## config.mk

```make
export PLATFORM = sky130hd
export DESIGN_NAME = rds_text_segment_assembler_top
export DESIGN_NICKNAME = d
export VERILOG_FILES = /design/src/design/rts_pkg.sv /design/src/design/rts_front.sv /design/src/design/rts_queue.sv /design/src/design/rts_back.sv /design/src/design/rds_text_segment_assembler_top.sv
export SDC_FILE = /design/constraint.sdc
export NUM_CORES = 1
export LEC_CHECK = 0
export ABC_AREA = 1
export BUFFER_PORTS_ARGS = -buffer_cell sky130_fd_sc_hd__buf_2
export CORE_UTILIZATION = 50
export CTS_BUF_LIST = sky130_fd_sc_hd__clkbuf_4 sky130_fd_sc_hd__clkbuf_8
export DETAILED_ROUTE_END_ITERATION = 6
export PLACE_DENSITY = 0.69
export SLEW_MARGIN = 30
export SYNTH_ARGS = -nofsm -noshare
export SYNTH_HDL_FRONTEND = slang
export SYNTH_SLANG_ARGS = --single-unit
```

## constraint.sdc

```tcl
create_clock -name clock -period 10.9 [get_ports clock]
set_clock_uncertainty 0.1 [all_clocks]
set_input_delay 2.18 -clock clock [delete_from_list [all_inputs] [get_ports clock]]
set_output_delay 2.18 -clock clock [all_outputs]
set_load 0.02 [all_outputs]
```

## src/design/rts_pkg.sv

```systemverilog
`timescale 1ns / 1ps

package rts_pkg;

   localparam int POS_W       = 6;
   localparam int BYTE_W      = 8;
   localparam int LEN_W       = 7;
   localparam int GRP_BITS    = 8;
   localparam int QUEUE_DEPTH = 2;

   localparam logic [BYTE_W-1:0] TERMINATOR = 8'h0D;
   localparam logic [BYTE_W-1:0] BLANK      = 8'h20;
   localparam logic [BYTE_W-1:0] NUL        = 8'h00;

   typedef enum logic {
      KIND_WRITE = 1'b0,
      KIND_CLEAR = 1'b1
   } kind_type;

   typedef struct packed {
      kind_type          kind;
      logic [POS_W-1:0]  position;
      logic [BYTE_W-1:0] char_byte;
   } cmd_type;

endpackage

```

## src/design/rts_front.sv

```systemverilog
`timescale 1ns / 1ps

module rts_front (
   input  logic                     req_tvalid,
   output logic                     req_tready,
   input  logic [13:0]              req_tdata,     // position, char_byte
   input  logic                     req_tuser,     // operation
   input  logic [rts_pkg::LEN_W-1:0] string_length,
   output logic                     push_valid,
   input  logic                     push_ready,
   output rts_pkg::cmd_type         push_cmd
);
   import rts_pkg::*;

   logic in_range;

   always_comb begin
      push_cmd.kind      = kind_type'(req_tuser);
      push_cmd.position  = req_tdata[POS_W-1:0];
      push_cmd.char_byte = req_tdata[POS_W +: BYTE_W];
   end

   // writes at or beyond the length are dropped here
   assign in_range   = {1'b0, push_cmd.position} < string_length;
   assign req_tready = push_ready;
   assign push_valid = req_tvalid && (push_cmd.kind == KIND_CLEAR || in_range);

endmodule

```

## src/design/rts_queue.sv

```systemverilog
`timescale 1ns / 1ps

module rts_queue (
   input  logic             clock,
   input  logic             reset,
   input  logic             in_valid,
   output logic             in_ready,
   input  rts_pkg::cmd_type in_cmd,
   output logic             out_valid,
   input  logic             out_ready,
   output rts_pkg::cmd_type out_cmd
);
   import rts_pkg::*;

   localparam int PTR_W = $clog2(QUEUE_DEPTH);
   localparam int CNT_W = $clog2(QUEUE_DEPTH + 1);
   localparam logic [CNT_W-1:0] FULL = CNT_W'(QUEUE_DEPTH);

   cmd_type          slot_ff [QUEUE_DEPTH];
   logic [PTR_W-1:0] wr_ptr_ff, wr_ptr_in;
   logic [PTR_W-1:0] rd_ptr_ff, rd_ptr_in;
   logic [CNT_W-1:0] count_ff, count_in;
   logic             push, pop;

   assign in_ready  = count_ff != FULL;
   assign out_valid = count_ff != '0;
   assign out_cmd   = slot_ff[rd_ptr_ff];
   assign push      = in_valid && in_ready;
   assign pop       = out_valid && out_ready;

   always_comb begin
      wr_ptr_in = wr_ptr_ff;
      rd_ptr_in = rd_ptr_ff;
      count_in  = count_ff;
      if (push) begin
         wr_ptr_in = (wr_ptr_ff == PTR_W'(QUEUE_DEPTH - 1)) ? '0 : wr_ptr_ff + 1'b1;
      end
      if (pop) begin
         rd_ptr_in = (rd_ptr_ff == PTR_W'(QUEUE_DEPTH - 1)) ? '0 : rd_ptr_ff + 1'b1;
      end
      if (push && !pop) begin
         count_in = count_ff + 1'b1;
      end else if (pop && !push) begin
         count_in = count_ff - 1'b1;
      end
   end

   always_ff @(posedge clock) begin
      if (push) begin
         slot_ff[wr_ptr_ff] <= in_cmd;
      end
   end

   always_ff @(posedge clock) begin
      if (reset) begin
         wr_ptr_ff <= '0;
         rd_ptr_ff <= '0;
         count_ff  <= '0;
      end else begin
         wr_ptr_ff <= wr_ptr_in;
         rd_ptr_ff <= rd_ptr_in;
         count_ff  <= count_in;
      end
   end

endmodule

```

## src/design/rts_back.sv

```systemverilog
`timescale 1ns / 1ps

module rts_back #(
   parameter int USABLE = 64
) (
   input  logic                      clock,
   input  logic                      reset,
   input  logic                      csr_we,
   input  logic [rts_pkg::LEN_W-1:0] csr_wdata,
   output logic [rts_pkg::LEN_W-1:0] string_length,
   input  logic                      cmd_valid,
   output logic                      cmd_ready,
   input  rts_pkg::cmd_type          cmd,
   output logic                      rsp_tvalid,
   input  logic                      rsp_tready,
   output logic [15:0]               rsp_tdata,   // out_index, out_byte
   output logic                      rsp_tlast    // last
);
   import rts_pkg::*;

   localparam int IDX_W = $clog2(USABLE);
   localparam int NGRP  = (USABLE + GRP_BITS - 1) / GRP_BITS;
   localparam int GRP_W = (NGRP > 1) ? $clog2(NGRP) : 1;
   localparam int NTERM = NGRP * GRP_BITS;
   localparam int SEL_W = $clog2(GRP_BITS);
   localparam logic [LEN_W-1:0] USABLE_LEN = LEN_W'(USABLE);
   localparam logic [GRP_W-1:0] LAST_GRP   = GRP_W'(NGRP - 1);

   typedef enum logic [1:0] {
      ST_IDLE,
      ST_SCAN,
      ST_LOAD,
      ST_EMIT
   } state_type;

   state_type         state_ff;
   logic [LEN_W-1:0]  len_ff;
   logic [LEN_W-1:0]  recv_ff;
   logic [POS_W-1:0]  prev_ff;
   logic [GRP_W-1:0]  grp_ff;
   logic [LEN_W-1:0]  exp_ff;
   logic [IDX_W-1:0]  k_ff;
   logic [USABLE-1:0] valid_ff;
   logic [NTERM-1:0]  term_ff;
   logic [BYTE_W-1:0] mem [USABLE];
   logic [BYTE_W-1:0] rd_data_ff;

   logic              pop, mem_we;
   logic [IDX_W-1:0]  wr_addr, rd_addr;
   logic [LEN_W-1:0]  cfg_len_in;
   logic [LEN_W-1:0]  pos_len, recv_in;
   logic [NTERM-1:0]  len_mask;
   logic [GRP_BITS-1:0] grp_hits;
   logic              found;
   logic [SEL_W-1:0]  first;
   logic [LEN_W-1:0]  cand_exp;
   logic              scan_done;
   logic [LEN_W-1:0]  k_len;
   logic [BYTE_W-1:0] raw_byte, out_byte;
   logic              beat_last;

   assign string_length = len_ff;
   assign cmd_ready     = state_ff == ST_IDLE;
   assign pop           = cmd_valid && cmd_ready;
   assign mem_we        = pop && cmd.kind == KIND_WRITE;
   assign wr_addr       = cmd.position[IDX_W-1:0];

   always_comb begin
      cfg_len_in = csr_wdata;
      if (csr_wdata == '0) begin
         cfg_len_in = LEN_W'(1);
      end else if (csr_wdata > USABLE_LEN) begin
         cfg_len_in = USABLE_LEN;
      end
   end

   // in-order progress
   always_comb begin
      pos_len = {1'b0, cmd.position};
      recv_in = recv_ff;
      if (cmd.position == '0 ||
          (pos_len == {1'b0, prev_ff} + 1'b1 && recv_ff == pos_len)) begin
         recv_in = pos_len + 1'b1;
      end
   end

   // terminator search, one group of flags per cycle
   always_comb begin
      for (int i = 0; i < NTERM; i++) begin
         len_mask[i] = LEN_W'(i) < len_ff;
      end
      grp_hits = term_ff[int'(grp_ff) * GRP_BITS +: GRP_BITS] &
                 len_mask[int'(grp_ff) * GRP_BITS +: GRP_BITS];
      found = 1'b0;
      first = '0;
      for (int j = GRP_BITS - 1; j >= 0; j--) begin
         if (grp_hits[j]) begin
            found = 1'b1;
            first = SEL_W'(j);
         end
      end
      cand_exp  = found ? LEN_W'({grp_ff, first}) + 1'b1 : len_ff;
      scan_done = found || grp_ff == LAST_GRP;
   end

   always_comb begin
      rd_addr = '0;
      if (state_ff == ST_EMIT) begin
         rd_addr = rsp_tready ? k_ff + 1'b1 : k_ff;
      end
   end

   // output beat
   always_comb begin
      k_len     = LEN_W'(k_ff);
      raw_byte  = valid_ff[k_ff] ? rd_data_ff : NUL;
      out_byte  = (k_len < recv_ff && raw_byte != TERMINATOR && raw_byte != NUL) ?
                  raw_byte : BLANK;
      beat_last = (k_len + 1'b1) == exp_ff;
   end

   assign rsp_tvalid = state_ff == ST_EMIT;
   assign rsp_tdata  = {2'b00, out_byte, POS_W'(k_ff)};
   assign rsp_tlast  = beat_last;

   always_ff @(posedge clock) begin
      if (mem_we) begin
         mem[wr_addr] <= cmd.char_byte;
      end
      rd_data_ff <= mem[rd_addr];
   end

   always_ff @(posedge clock) begin
      if (reset) begin
         state_ff <= ST_IDLE;
         len_ff   <= USABLE_LEN;
         recv_ff  <= '0;
         prev_ff  <= '0;
         grp_ff   <= '0;
         k_ff     <= '0;
         valid_ff <= '0;
         term_ff  <= '0;
      end else begin
         if (csr_we) begin
            // growing blanks the newly exposed entries
            for (int i = 0; i < NTERM; i++) begin
               if (LEN_W'(i) >= len_ff && LEN_W'(i) < cfg_len_in) begin
                  term_ff[i] <= 1'b0;
               end
            end
            for (int i = 0; i < USABLE; i++) begin
               if (LEN_W'(i) >= len_ff && LEN_W'(i) < cfg_len_in) begin
                  valid_ff[i] <= 1'b0;
               end
            end
            len_ff <= cfg_len_in;
         end
         case (state_ff)
            ST_IDLE: begin
               if (pop) begin
                  if (cmd.kind == KIND_CLEAR) begin
                     recv_ff <= '0;
                  end else begin
                     valid_ff[wr_addr] <= 1'b1;
                     term_ff[wr_addr]  <= cmd.char_byte == TERMINATOR;
                     recv_ff           <= recv_in;
                     prev_ff           <= cmd.position;
                     grp_ff            <= '0;
                     state_ff          <= ST_SCAN;
                  end
               end
            end
            ST_SCAN: begin
               if (scan_done) begin
                  exp_ff   <= cand_exp;
                  state_ff <= (recv_ff >= cand_exp) ? ST_LOAD : ST_IDLE;
               end else begin
                  grp_ff <= grp_ff + 1'b1;
               end
            end
            ST_LOAD: begin
               k_ff     <= '0;
               state_ff <= ST_EMIT;
            end
            ST_EMIT: begin
               if (rsp_tready) begin
                  if (beat_last) begin
                     state_ff <= ST_IDLE;
                  end else begin
                     k_ff <= k_ff + 1'b1;
                  end
               end
            end
            default: begin
               state_ff <= ST_IDLE;
            end
         endcase
      end
   end

endmodule

```

## src/design/rds_text_segment_assembler_top.sv

```systemverilog
`timescale 1ns / 1ps
// with the back end idle, a completing write scans groups of 8 terminator flags up to the first
// terminator, else all, then passes a load state before its first beat is presented,
// then one beat per cycle while rsp_tready is high
// clears skip the scan, non-completing writes scan and return to idle; a 2-deep queue takes new beats
// synchronous active-high reset clears control and per-entry valid flags,
// no clearing pass over the store

module rds_text_segment_assembler_top #(
   parameter int MAX_LENGTH = 64
) (
   input  logic        clock,
   input  logic        reset,
   input  logic        csr_we,
   input  logic [6:0]  csr_wdata,   // string_length
   input  logic        req_tvalid,
   output logic        req_tready,
   input  logic [15:0] req_tdata,   // position, char_byte
   input  logic        req_tuser,   // operation
   output logic        rsp_tvalid,
   input  logic        rsp_tready,
   output logic [15:0] rsp_tdata,   // out_index, out_byte
   output logic        rsp_tlast    // last
);
   import rts_pkg::*;

   localparam int USABLE = (MAX_LENGTH < 64) ? MAX_LENGTH : 64;

   logic             push_valid, push_ready;
   cmd_type          push_cmd;
   logic             cmd_valid, cmd_ready;
   cmd_type          cmd;
   logic [LEN_W-1:0] string_length;

   rts_front u_front (
      .req_tvalid    (req_tvalid),
      .req_tready    (req_tready),
      .req_tdata     (req_tdata[13:0]),
      .req_tuser     (req_tuser),
      .string_length (string_length),
      .push_valid    (push_valid),
      .push_ready    (push_ready),
      .push_cmd      (push_cmd)
   );

   rts_queue u_queue (
      .clock     (clock),
      .reset     (reset),
      .in_valid  (push_valid),
      .in_ready  (push_ready),
      .in_cmd    (push_cmd),
      .out_valid (cmd_valid),
      .out_ready (cmd_ready),
      .out_cmd   (cmd)
   );

   rts_back #(
      .USABLE (USABLE)
   ) u_back (
      .clock         (clock),
      .reset         (reset),
      .csr_we        (csr_we),
      .csr_wdata     (csr_wdata),
      .string_length (string_length),
      .cmd_valid     (cmd_valid),
      .cmd_ready     (cmd_ready),
      .cmd           (cmd),
      .rsp_tvalid    (rsp_tvalid),
      .rsp_tready    (rsp_tready),
      .rsp_tdata     (rsp_tdata),
      .rsp_tlast     (rsp_tlast)
   );

endmodule

```

**After elaboration in Yosys (flattened, before gate mapping)**

Memory sizes are Yosys's and may differ from the RTL's. A register that Yosys moved wholly into a read port is not among the register bits.
Index checks and enable logic that the tools add are counted.

- Logic and storage cells: 532
- Memories kept: 2
- Bits of input ports: 29
- Output and inout bits: 19
- Register bits: 170
- RAM bits: 542

Memories:

| name | depth | bits a word | read ports | clocked after Yosys merged registers in | wr ports | line | text |
|---|---|---|---|---|---|---|---|
| u_back.mem | 64 | 8 | 1 | 1 | 1 | rts_back.sv:45 | `logic [BYTE_W-1:0] mem [USABLE];` |
| u_queue.slot_ff | 2 | 15 | 1 | 1 | 1 | rts_queue.sv:19 | `cmd_type slot_ff [QUEUE_DEPTH];` |

- Multiplexer cells: 192
- Shifts and indexed selects: 2
- Bitwise operators: 4
- Eq/ne operators: 17
- $add $sub $neg: 10
- Reduce and logical (&&, ||, !) cells: 94
- Magnitude comparators: 199

Operator list:

| cell | count |
|---|---|
| two-way mux 64 bit | 10 |
| < comparator 6 x 7 -> 1 bit, first input constant | 64 |
| >= comparator 6 x 7 -> 1 bit, first input constant | 32 |
| < comparator 5 x 7 -> 1 bit, first input constant | 32 |
| two-way mux 1 bit | 146 |
| variable part select 64 x 7 -> 8 bit | 2 |
| >= comparator 5 x 7 -> 1 bit, first input constant | 16 |
| < comparator 4 x 7 -> 1 bit, first input constant | 16 |
| logical AND 1 bit | 74 |
| bitwise mux 64 bit | 1 |
| bitwise OR 64 bit | 1 |
| >= comparator 4 x 7 -> 1 bit, first input constant | 8 |
| < comparator 3 x 7 -> 1 bit, first input constant | 8 |
| two-way mux 7 bit | 5 |
| two-way mux 3 bit | 11 |
| adder 6 x 1 -> 7 bit, second input constant | 4 |
| >= comparator 3 x 7 -> 1 bit, first input constant | 4 |
| < comparator 1 x 7 -> 1 bit, first input constant | 4 |
| < comparator 2 x 7 -> 1 bit, first input constant | 4 |
| two-way mux 6 bit | 4 |
| two-way mux 2 bit | 8 |
| two-way mux 8 bit | 2 |
| >= comparator 1 x 7 -> 1 bit, first input constant | 2 |
| >= comparator 2 x 7 -> 1 bit, first input constant | 2 |
| 37 further kinds | 58 |

**Depth between registers and ports, before layout**

- Word-level depth: 17
- Depth in mapped cells: 30
- Mapped depth without buffers: 28

**Cells and area by module**

From an unflattened synthesis, not the netlist that was laid out.

- Cell total of the unflattened synthesis: 3183
- Area, all modules: 32230.9 sq um

By module, submodules not included:

| module | sequential area each (sq um) | times used | area an instance (sq um) | cells an instance |
|---|---|---|---|---|
| rts_back | 18928.2 | 1 | 30553.1 | 3051 |
| rts_queue | 1001.0 | 1 | 1377.6 | 84 |
| rts_front | 0.0 | 1 | 300.3 | 48 |

**Least setup slack after synthesis**

Ideal clock, no wire load.

- Path type: reg-to-output
- Start point: register u_back.k_ff[1]
- End point: output rsp_tdata[10]
- Data required time: 8.620 ns
- Buffers on the path: 3
- Setup slack: 6.384 ns
- Data arrival time: 2.236 ns
- Stages on the path, launching flop included: 17
- Cells stage by stage: dfxtp_1 -> buf_2 -> inv_1 -> buf_2 -> o21ai_0 -> o22ai_1 -> nand2_1 -> nand2_1 -> nand2_1 -> nand3_1 -> nand3_1 -> nand2_1 -> buf_4 -> o41ai_1 -> nand2_1 -> nand3_2 -> nor2_1

- Word-level cells in the longest chain between the ends: 7
- Elaborated cells on any way between the ends: 9
- Those cells by class: order compare: 1; eq/ne: 1; mux: 4; reduce/logical: 3

Ends and longest elaborated chain:

| what | line | text |
|---|---|---|
| start, declared | rts_back.sv:42 | `logic [IDX_W-1:0] k_ff;` |
| start signal, assigned | rts_back.sv:190 | `k_ff <= k_ff + 1'b1;` |
| binary-select mux 1 bit (select 6 bit) | rts_back.sv:116 | `raw_byte = valid_ff[k_ff] ? rd_data_ff : NUL;` |
| two-way mux 1 bit (implied by the code) | rts_back.sv:116 |  |
| two-way mux 8 bit | rts_back.sv:116 |  |
| inequality test 8 x 4 -> 1 bit | rts_back.sv:117 | `out_byte = (k_len < recv_ff && raw_byte != TERMINATOR && raw_byte != NUL) ?` |
| logical AND 1 bit (2 in series) | rts_back.sv:117 |  |
| two-way mux 8 bit * | rts_back.sv:117 |  |
| end, declared | rds_text_segment_assembler_top.sv:22 | `output logic [15:0] rsp_tdata,` |

Every way passes the cells marked *; elsewhere a longest branch is shown, timed or not. The select of a mux whose other input is x is not followed.

**Worst setup path in the final report**

- Start point: register u_back.k_ff[0]
- End point: output rsp_tdata[10]

Same word-level chain as after synthesis.

==> results.sh <==
export IMPL_status="finished with violations"
export IMPL_violations="DRC"
export IMPL_yosysWarnings=0
export IMPL_p_seq_share_pct=50.4
export IMPL_dieWidth_um=255
export IMPL_worst_path_largest_cell_delay_ps=490
export IMPL_clock_latency_ps=720
export IMPL_switchingPower_mw=1.97
export IMPL_place_ws_ps=4890
export IMPL_dr_pass1_iters=7
export IMPL_clock_path_buffers=3
export IMPL_critPathSlowestCell="nand2_1"
export IMPL_internal_power_mw=4.73
export IMPL_ys_types=56
export IMPL_whs_path_depth=1
export IMPL_synth_avg_cell_area_sq_um=10.0
export IMPL_critPathMaxFanout=21
export IMPL_cp_required_ps=8620
export IMPL_dp_hpwl_mm=60.6
export IMPL_numCtsBuffers=112
export IMPL_drtIter0Drc=2993
export IMPL_async_reset_ff_share_pct=0
export IMPL_yosys_area_top_type="edfxtp_1"
export IMPL_max_slew_margin_pct=24.6
export IMPL_vias=25200
export IMPL_hold_violations=0
export IMPL_grt_pass1_vias=23900
export IMPL_syn_area_sq_um=32100
export IMPL_clock_sinks=721
export IMPL_post_route_drc_count=8
export IMPL_start_util_pct=50.8
export IMPL_fin_crit_sh_pct=57.9
export IMPL_tritoncts="yes"
export IMPL_place_congestion=0.942
export IMPL_htreeDepth=3
export IMPL_synth_ff_type="edfxtp_1"
export IMPL_drt_wirelength_per_cell_um=22.9
export IMPL_synth_top_cell_area_share_pct=51.4
export IMPL_crit_arrival_ps=4030
export IMPL_fin_setup_tns_ps=0
export IMPL_die_area_sq_um=65200
export IMPL_p_total_mw=6.69
export IMPL_drtAntennaViolNets=0
export IMPL_pwr_share_comb_pct=16.5
export IMPL_synth_area_leaders="edfxtp_1 (51%), dfxtp_1 (11%), o21ai_0 (6.0%)"
export IMPL_critPathBufInv=3
export IMPL_place_area_sq_um=33000
export IMPL_max_freq_ghz=0.158
export IMPL_cts_resized=0
export IMPL_io_pins=48
export IMPL_grt_use_total_pct=28.5
export IMPL_layout_setup_ws_ps=4590
export IMPL_swShare_pct=29.4
export IMPL_setup_viol=0
export IMPL_core_sq_um=63200
export IMPL_crit_top_cell="nand2_1"
export IMPL_final_max_slew_viol_count=0
export IMPL_synth_seq_cells=721
export IMPL_cpLargestDelayFamily="simple AND/OR/NAND/NOR gates"
export IMPL_antenna_found_initial=2
export IMPL_hold_buffers=0
export IMPL_area_growth_synth_to_final_pct=9.84
export IMPL_worst_path_stages=15
export IMPL_ir_drop_mv=0.150
export IMPL_post_cts_buffers=0
export IMPL_synth_edff_count=549
export IMPL_ys_seq_area_share_pct=62.1
export IMPL_hold_path_class="flip-flop to flip-flop"
export IMPL_p_clk_share_pct=33.1
export IMPL_fill_cells=5384
export IMPL_avgViaCountPerCell=6.05
export IMPL_power_per_cell_area_nw_per_um2=190
export IMPL_clk_pin_slew_ps=60
export IMPL_worstSetupPathType="flip-flop to output pin"
export IMPL_drive_gt1_share_pct=12.3
export IMPL_rows=92
export IMPL_cp_start_kind="flip-flop"
export IMPL_fin_crit_ps=6310
export IMPL_cp_end_kind="output pin"
export IMPL_worstRegToRegCells=26
export IMPL_grt_pass1_wl_mm=143
export IMPL_rsz0062_at_grt="false"
export IMPL_nNetsFinal=3279
export IMPL_leakagePower_nw=12.0
export IMPL_path_cells="inv_1 -> buf_4 -> o21ai_0 -> o22ai_1 -> nand2_1 -> nand2_1 -> nand2_1 -> nand3_1 -> nand3_1 -> nand2_1 -> o41ai_1 -> nand2_1 -> nand3_2 -> nor2_1 -> buf_2"
export IMPL_tightest_slew_ps=1130
export IMPL_cts_root_buf="clkbuf_8"
export IMPL_postSynthCellCount=3201
export IMPL_design_area_sq_um=35200
export IMPL_dieHeight_um=255
export IMPL_numPortBuffers=43
export IMPL_grt_max_degree=106
export IMPL_wirelength_mm=95.3
export IMPL_grt_overflow_total=0
export IMPL_cap_viol_max_count=0
-- metrics by stage --
stage	instances	hold WS, ps	util, %
floorplan	3202	326	-
global placement	3957	333	52.1
detailed placement	3957	343	52.2
CTS	4159	352	55.7
global route	4161	376	55.8
finish	4161	352	55.8
-- power groups by stage --
stage	registers, mW	clock network (mW)	logic [mW]
6_report	3.37	2.22	1.10
5_1_grt	3.38	2.36	1.21
4_1_cts	3.37	2.24	1.09
3_5_place_dp	3.43	0	1.08
3_3_place_gp	3.42	0	1.04
2_1_floorplan	3.41	0	0.676
-- final cells by class --
cell class                      instances  area (sq um)  area share [%]
Clock buffer                          164          1970            5.59
Inverter                              209           805            2.28
Tap cell                              846          1060            3.00
Clock inverter                         38           215           0.611
Antenna cell                            2          5.00          0.0142
Multi-Input combinational cell       2095         10700            30.4
Timing Repair Buffer                   86           538            1.53
Sequential cell                       721         19900            56.6
-- worst paths after layout --
kind                            end  slack [ps]               startpoint
setup reg to reg          flip-flop        5860  u_back.string_length[6]
hold / removal    u_queue.rd_ptr_ff         350        u_queue.rd_ptr_ff
hold reg to reg   u_queue.rd_ptr_ff         350        u_queue.rd_ptr_ff
setup / recovery      rsp_tdata[10]        4590           u_back.k_ff[0]
-- logic make-up (layout without fill, tap and decap cells) --
logic type	Yosys count	in the layout	share of synthesized area [%]
other	1	4	0.0117
and+or+nand+nor	1220	1220	16.3
DFF	721	721	62.1
muxes	17	17	0.530
adders and majority gates	25	25	0.975
xor gates and xnor gates	13	13	0.355
AOI/OAI and AO/OA	818	818	14.9
buffers and inverters	386	497	4.89
-- registers in the layout, summed over array words and instances (netlist names), 2 cells and up, named ones only --
register and count:
u_back.mem 512, u_back.grp_ff 3, u_back.prev_ff 6, u_back.term_ff 64, u_queue.slot_ff 30, u_queue.count_ff 2
u_back.string_length 7, u_back.rd_data_ff 8, u_back.exp_ff 7, u_back.valid_ff 64, u_back.k_ff 6, u_back.recv_ff 7
-- per-layer routing --
metal	vias up	global-route usage [%]	part of all wire, %
met3	192	3.92	9.0
met1	12200	40.5	42
met5	-	0	0
met2	1384	43.8	46
met4	0	12.5	3.5
li1	11400	-	-
-- cell usage in the layout, fill, tap and decap left out, types with 25 or more instances in the layout --
cell,synthesis,layout
edfxtp_1,549,549
nor2_1,501,461
nand2_1,421,416
o21ai_0,386,386
nand3_1,193,193
inv_1,184,179
a21oi_1,175,175
dfxtp_1,172,172
clkbuf_8,0,118
o221ai_1,80,80
o211ai_1,60,60
o22ai_1,61,60
nor2_2,10,50
clkbuf_4,0,46
buf_2,37,43
buf_4,11,43
ha_1,25,25
-- synthesized netlist by cell type (13+ instances only) --
master and n:
a21oi_1 175, buf_2 37, clkbuf_1 120, dfxtp_1 172, edfxtp_1 549, ha_1 25, inv_1 184, inv_2 22
mux2i_1 17, nand2_1 421, nand3_1 193, nand3b_1 13, nand4_1 22, nor2_1 501, o211ai_1 60, o21ai_0 386
o21ai_1 17, o221ai_1 80, o22ai_1 61
No activity file was read; power rests on OpenSTA's default activity.
